==> src/rtl/qrs_pkg.sv <==
// Package for the quadratic root solver: word widths, internal widths, queue depth,
// result kind codes, the job word passed from front to back, and helper functions.
// No dependencies.
package qrs_pkg;

	localparam int WORD_BITS = 32;
	localparam int FRAC_BITS = 16;

	// Magnitude of b*b - 4*a*c stays below 2^(2*WORD_BITS+1).
	localparam int DMAG_BITS = 2 * WORD_BITS + 1;
	localparam int ROOT_BITS = WORD_BITS + 1;
	localparam int RAD_BITS  = 2 * ROOT_BITS;
	localparam int SREM_BITS = ROOT_BITS + 3;
	localparam int NUM_BITS  = WORD_BITS + 2;
	localparam int QUO_BITS  = NUM_BITS + FRAC_BITS;
	localparam int DEN_BITS  = WORD_BITS + 1;
	localparam int DREM_BITS = WORD_BITS + 2;

	localparam int FIFO_DEPTH = 4;
	localparam int FIFO_AW    = $clog2(FIFO_DEPTH);

	localparam logic [WORD_BITS-1:0] WORD_MAX = {1'b0, {(WORD_BITS-1){1'b1}}};
	localparam logic [WORD_BITS-1:0] WORD_MIN = {1'b1, {(WORD_BITS-1){1'b0}}};
	localparam logic [QUO_BITS-1:0]  Q_HALF   = QUO_BITS'(1) << (WORD_BITS - 1);
	localparam logic [QUO_BITS-1:0]  Q_MAXP   = Q_HALF - QUO_BITS'(1);

	typedef enum logic [1:0] {
		KIND_DISTINCT = 2'd0,
		KIND_REPEATED = 2'd1,
		KIND_COMPLEX  = 2'd2,
		KIND_DEGEN    = 2'd3
	} kind_t;

	// Classified equation handed from the front end to the solver back end.
	typedef struct packed {
		kind_t                 kind;
		logic                  an;
		logic [WORD_BITS-1:0]  am;
		logic                  mbneg;
		logic [WORD_BITS-1:0]  bm;
		logic [DMAG_BITS-1:0]  dmag;
	} job_t;

	typedef struct packed {
		logic                 neg;
		logic [NUM_BITS-1:0]  mag;
	} sm_t;

	typedef struct packed {
		logic [WORD_BITS-1:0] val;
		logic                 sat;
	} fin_t;

	// Sign-magnitude addition; an exact zero from operands of opposite sign comes out positive.
	function automatic sm_t sm_add(input logic xn, input logic [NUM_BITS-1:0] xm,
			input logic yn, input logic [NUM_BITS-1:0] ym);
		sm_t r;
		if (xn == yn) begin
			r.neg = xn;
			r.mag = xm + ym;
		end else if (xm == ym) begin
			r.neg = 1'b0;
			r.mag = '0;
		end else if (xm > ym) begin
			r.neg = xn;
			r.mag = xm - ym;
		end else begin
			r.neg = yn;
			r.mag = ym - xm;
		end
		return r;
	endfunction

	// Applies the sign to a quotient magnitude and clips it to the word range.
	function automatic fin_t finish(input logic [QUO_BITS-1:0] q, input logic nneg,
			input logic an);
		fin_t r;
		logic neg;
		logic [QUO_BITS-1:0] tmp;
		neg   = (nneg != an) && (q != '0);
		tmp   = ~q + QUO_BITS'(1);
		r.sat = 1'b0;
		if (neg) begin
			if (q > Q_HALF) begin
				r.val = WORD_MIN;
				r.sat = 1'b1;
			end else begin
				r.val = tmp[WORD_BITS-1:0];
			end
		end else if (q > Q_MAXP) begin
			r.val = WORD_MAX;
			r.sat = 1'b1;
		end else begin
			r.val = q[WORD_BITS-1:0];
		end
		return r;
	endfunction

endpackage

==> src/rtl/qrs_fifo.sv <==
// Short queue between front end and back end.
// Depends on qrs_pkg.
module qrs_fifo (
	input  logic          clk,
	input  logic          arst_n,
	input  qrs_pkg::job_t push_data,
	input  logic          push_valid,
	output logic          push_ready,
	output qrs_pkg::job_t pop_data,
	output logic          pop_valid,
	input  logic          pop_ready
);
	import qrs_pkg::*;

	job_t               mem_q [FIFO_DEPTH];
	logic [FIFO_AW-1:0] wr_q, rd_q;
	logic [FIFO_AW:0]   cnt_q;
	logic               push, pop;

	assign push_ready = cnt_q != (FIFO_AW+1)'(FIFO_DEPTH);
	assign pop_valid  = cnt_q != '0;
	assign pop_data   = mem_q[rd_q];
	assign push       = push_valid && push_ready;
	assign pop        = pop_valid && pop_ready;

	always_ff @(posedge clk or negedge arst_n) begin
		if (!arst_n) begin
			wr_q  <= '0;
			rd_q  <= '0;
			cnt_q <= '0;
		end else begin
			if (push) wr_q <= wr_q + FIFO_AW'(1);
			if (pop)  rd_q <= rd_q + FIFO_AW'(1);
			if (push && !pop) cnt_q <= cnt_q + (FIFO_AW+1)'(1);
			else if (pop && !push) cnt_q <= cnt_q - (FIFO_AW+1)'(1);
		end
	end

	always_ff @(posedge clk) begin
		if (push) mem_q[wr_q] <= push_data;
	end

endmodule

==> config.mk <==
export PLATFORM = sky130hd
export DESIGN_NAME = qrs_fifo
export DESIGN_NICKNAME = d
export VERILOG_FILES = /design/src/rtl/qrs_pkg.sv /design/src/rtl/qrs_fifo.sv
export SDC_FILE = /design/constraint.sdc
export NUM_CORES = 1
export LEC_CHECK = 0
export ABC_AREA = 1
export BUFFER_PORTS_ARGS = -buffer_cell sky130_fd_sc_hd__buf_4
export CAP_MARGIN = 30
export CORE_MARGIN = 2
export CORE_UTILIZATION = 45
export CTS_BUF_LIST = sky130_fd_sc_hd__clkbuf_16
export CTS_CLUSTER_SIZE = 20
export DETAILED_ROUTE_END_ITERATION = 16
export SYNTH_ARGS = -nofsm -noshare
export SYNTH_HDL_FRONTEND = slang
export SYNTH_SLANG_ARGS = --single-unit
==> constraint.sdc <==
create_clock -name clk -period 8.7 [get_ports clk]
set_clock_uncertainty 0.05 [all_clocks]
set_input_delay 1.74 -clock clk [delete_from_list [all_inputs] [get_ports clk]]
set_output_delay 1.74 -clock clk [all_outputs]
set_load 0.05 [all_outputs]
; ---- Word-level counts from Yosys, hierarchy flattened
; Memories as Yosys holds them, arrays and structs flattened.
; Index checks and enable logic that the tools add are counted.
[word_totals]
reg_bits = 7
n_memories = 1
ramBits = 532
output_inout_bits = 135
mem_bits_ro = 0
wordCells = 21
input_bits = 137
latchBits = 0
[classes]
multipliers = 0
n_bitwise = 0
n_div = 0
n_reduce_logical = 8
eq_ne = 1
muxes = 4
n_lt_le_gt_ge = 0
n_addsub = 4
shift = 0
[mem_list]
columns = memory, words, word_bits, read_ports, rd_ports_with_merged_regs, wr, line
row1 = mem_q, 4, 133, 1, 0, 1, qrs_fifo.sv:15  ; job_t mem_q [FIFO_DEPTH];
[op_table]
columns = cell, count
row1 = $mux W3, 2
row2 = $add A2 B1 Y2 const B, 2
row3 = $logic_and A1 B1 Y1, 4
row4 = $add A3 B1 Y3 const B, 1
row5 = $ne A3 B3 Y1 const B, 1
row6 = $reduce_bool A3 Y1, 1
row7 = $sub A3 B1 Y3 const B, 1
row8 = $logic_not A1 Y1, 2
row9 = $mux W1, 2
row10 = $reduce_bool A2 Y1, 1

; ---- Logic depth before layout (Yosys ltp)
[logic_depth]
ltp_word = 6
depth_mapped = 12
mapped_depth_nobuf = 12

; ---- Worst setup path before layout
; No wires, ideal clock.
[synth_timing]
path_type = input to register
start = in push_valid
end = mem mem_q[0][0] (netlist name) (enable)
setup_ps = 628
path_buffers = 0
arrival_time_ps = 7457
setup_slack_ps = 566
path_stages = 2
required_ps = 8022
path_cell_list = nand2_1 -> nor2_1
[synth_via]
elab_chain_len = 3
[synth_lines]
columns = element, line
row1 = from (decl), qrs_fifo.sv:7  ; input logic push_valid,
row2 = $logic_and A1 B1 Y1, qrs_fifo.sv:23  ; assign push = push_valid && push_ready;
row3 = $mux W1, qrs_fifo.sv:40  ; if (push) mem_q[wr_q] <= push_data;
row4 = $mux W1 (implied by the code), qrs_fifo.sv:40
row5 = to (decl), qrs_fifo.sv:15
; No other way between the ends.

==> reports/results.ini <==
[status]
status=finished clean

[timing]
layout_min_cycle_time_ns=5.28
slew_violations=0
tns_ns=0
rsz0062_at_grt=false
hold_viol_final=0
maxSlewHeadroom=0.0907
period_share=0.607
setup_viol=0
tightest_slew_ns=1.36
max_clock_freq_mhz=189

[clock_tree]
tritoncts=done
cts-resized-gates=0
cts-buffers-inserted=54
clkLatencyLatePin_ns=0.60
cts_hold_buf=0
htreeDepth=2
cts-root-buf=clkbuf_16
post_cts_buffers=0
clk_pin_slew_worst_paths_ns=0.07
cts_sinks=539
clockBufferDepth=3

[placed_design]
gp_congestion=0.720
io_buffers=271
hpwl_mm=25.6

[die]
dieArea_um2=49500
top_level_ports=272
dieWidth_um=223
die_height_um=223
start_util=0.453
num_rows=80
core_area_um2=47400

[logic_synthesis]
synth_cell_types=18
syn_area_um2=21500
ys_ff_latch=539
yosysSeqAreaShare=0.752
avgSynthCellArea_um2=13.3
syn_nets=1754
synthCells=1611
yosysWarnings=0

[layout]
nNetsFinal=2011
regArea_um2=16200
drive_gt1_frac=0.193
area_delta_synth_final_pct=19.5
nFillCells=3910
multi_input_area_um2=3740

[detailed_routing]
via_per_inst=4.97
vias=12566
wl_per_cell_um=17.7
drc=0
dr.pass1.iters=5
drtIter0Drc=746
routed_wl_mm=44.7
ant_nets=0

[power]
leakage_nw=10.3
peakVddDrop_mv=0.284
total_power_mw=10.3
power.density_nw_per_um2=403

[worst_setup_path]
cp_num_buf_inv=3
worstPathRequired_ns=6.91
cpLargestDelayFamily=buffers and inverters
cp_max_fo=68
cp_cell_sequence=inv_4, buf_4, o211ai_1, nand2_1, buf_4
reg2reg_slack_ns=5.73
path_common_cell=buf_4
arrival_ns=3.49
slowest_stage=buf_4
max_stage_delay_ns=0.78
timing.rr.start=cnt_q[0]
end_kind=output pin
startpoint=rd_q[1]
cp-start-kind=flop
path_class=reg -> out

[flow_run]
maxCapViolations=0

[min_path]
min_from=cnt_q[2]
min_path_type=reg -> reg

[global_routing]
grt_max_degree=313
antenna_found_initial=4
grt_pass1_vias=12131
grt_pass1_wl_mm=68.6
grt_usage=0.181
gr-usage-met3=0.0495
grt_overflow_total=0
grtUsageMet1=0.238
top_usage_layer=met2
met2_usage=0.292

-- final cells by class --
type,count,area share
timing repair buffer,289,0.0873
antenna,3,0.000292
multi-input combinational,702,0.146
clock buffer,57,0.0555
inverter,282,0.0416
sequential,539,0.629
tap,615,0.0300
clock inverter,39,0.0107
-- through the flow --
| stage | area, µm² | util | hold slack [ns] | worst slack (ns) | std cells |
|---|---|---|---|---|---|
| finish | 25700 | 0.541 | 0.446 | 3.42 | 2526 |
| global route | 25700 | 0.541 | 0.474 | 3.21 | 2524 |
| CTS | 25600 | 0.541 | 0.447 | 3.34 | 2522 |
| detailed placement | 23900 | 0.505 | 0.431 | 4.00 | 2426 |
| global placement | 23900 | 0.504 | 0.428 | 4.03 | 2424 |
| floorplan | 21500 | - | 0.413 | 0.566 | 1611 |
-- cell usage in the layout, fill, tap and decap left out, types with 5 or more instances in the layout --
cell type,instances
edfxtp_1,532
nand2_1,416
dfrtp_1,6
ha_1,5
clkinv_1,15
buf_4,285
o211ai_1,266
nand3_1,7
clkbuf_16,57
clkinv_2,8
inv_1,289
-- power by group --
group / switching, mW / total, mW / internal [mW]
clock: 0.930 / 2.22 / 1.29
sequential: 0.134 / 3.55 / 3.42
combinational: 3.39 / 4.58 / 1.19
-- worst register-to-register path, cell delays in order (launching register included) --
cell and delay [ns]:
dfrtp_1 0.41, inv_1 0.08, nand3_1 0.18, nand2_1 0.32, nor2_4 0.62, buf_4 0.84
-- routing by layer --
metal | vias up | wire [µm]
met2 | 309 | 21000
met1 | 6033 | 19500
li1 | 6157 | -
met3 | 63 | 3230
met5 | - | 23
met4 | 4 | 908
-- synthesized netlist by cell type (all sizes together) --
library cell | count | area (µm²)
buf | 69 | 499
clkbuf | 19 | 71.3
dfrtp | 7 | 175
edfxtp | 532 | 16000
fa | 1 | 20.0
ha | 5 | 62.6
inv | 282 | 1060
nand2 | 416 | 1560
nand3 | 7 | 35.0
nand4 | 1 | 6.26
nor2 | 4 | 15.0
o211ai | 266 | 2000
o21ai | 1 | 5.00
xnor2 | 1 | 8.76
-- registers in the layout, summed over array words and instances, names as in the netlist --
signal / cells
wr_q: 2
mem_q: 532
rd_q: 2
cnt_q: 3
-- final timing paths --
path | to | cells after the start
worst max-delay path | pop_data[19] | 5
worst min-delay path | cnt_q[2] | 2
max in group asynchronous | rd_q[1] | 1
worst max register to register | mem_q[1][7] | 5
worst min register to register | cnt_q[2] | 2
min in group asynchronous | wr_q[1] | 1
-- cell families after synthesis --
kind of cell,Yosys count,synth area share
and+or+nand+nor,428,0.0753
DFF,539,0.752
xor gates and xnor gates,1,0.000408
AOI/OAI and AO/OA,267,0.0932
adders and majority gates,6,0.00384
buffers and inverters,370,0.0758
Note: power is estimated with default switching activity, not from simulation.
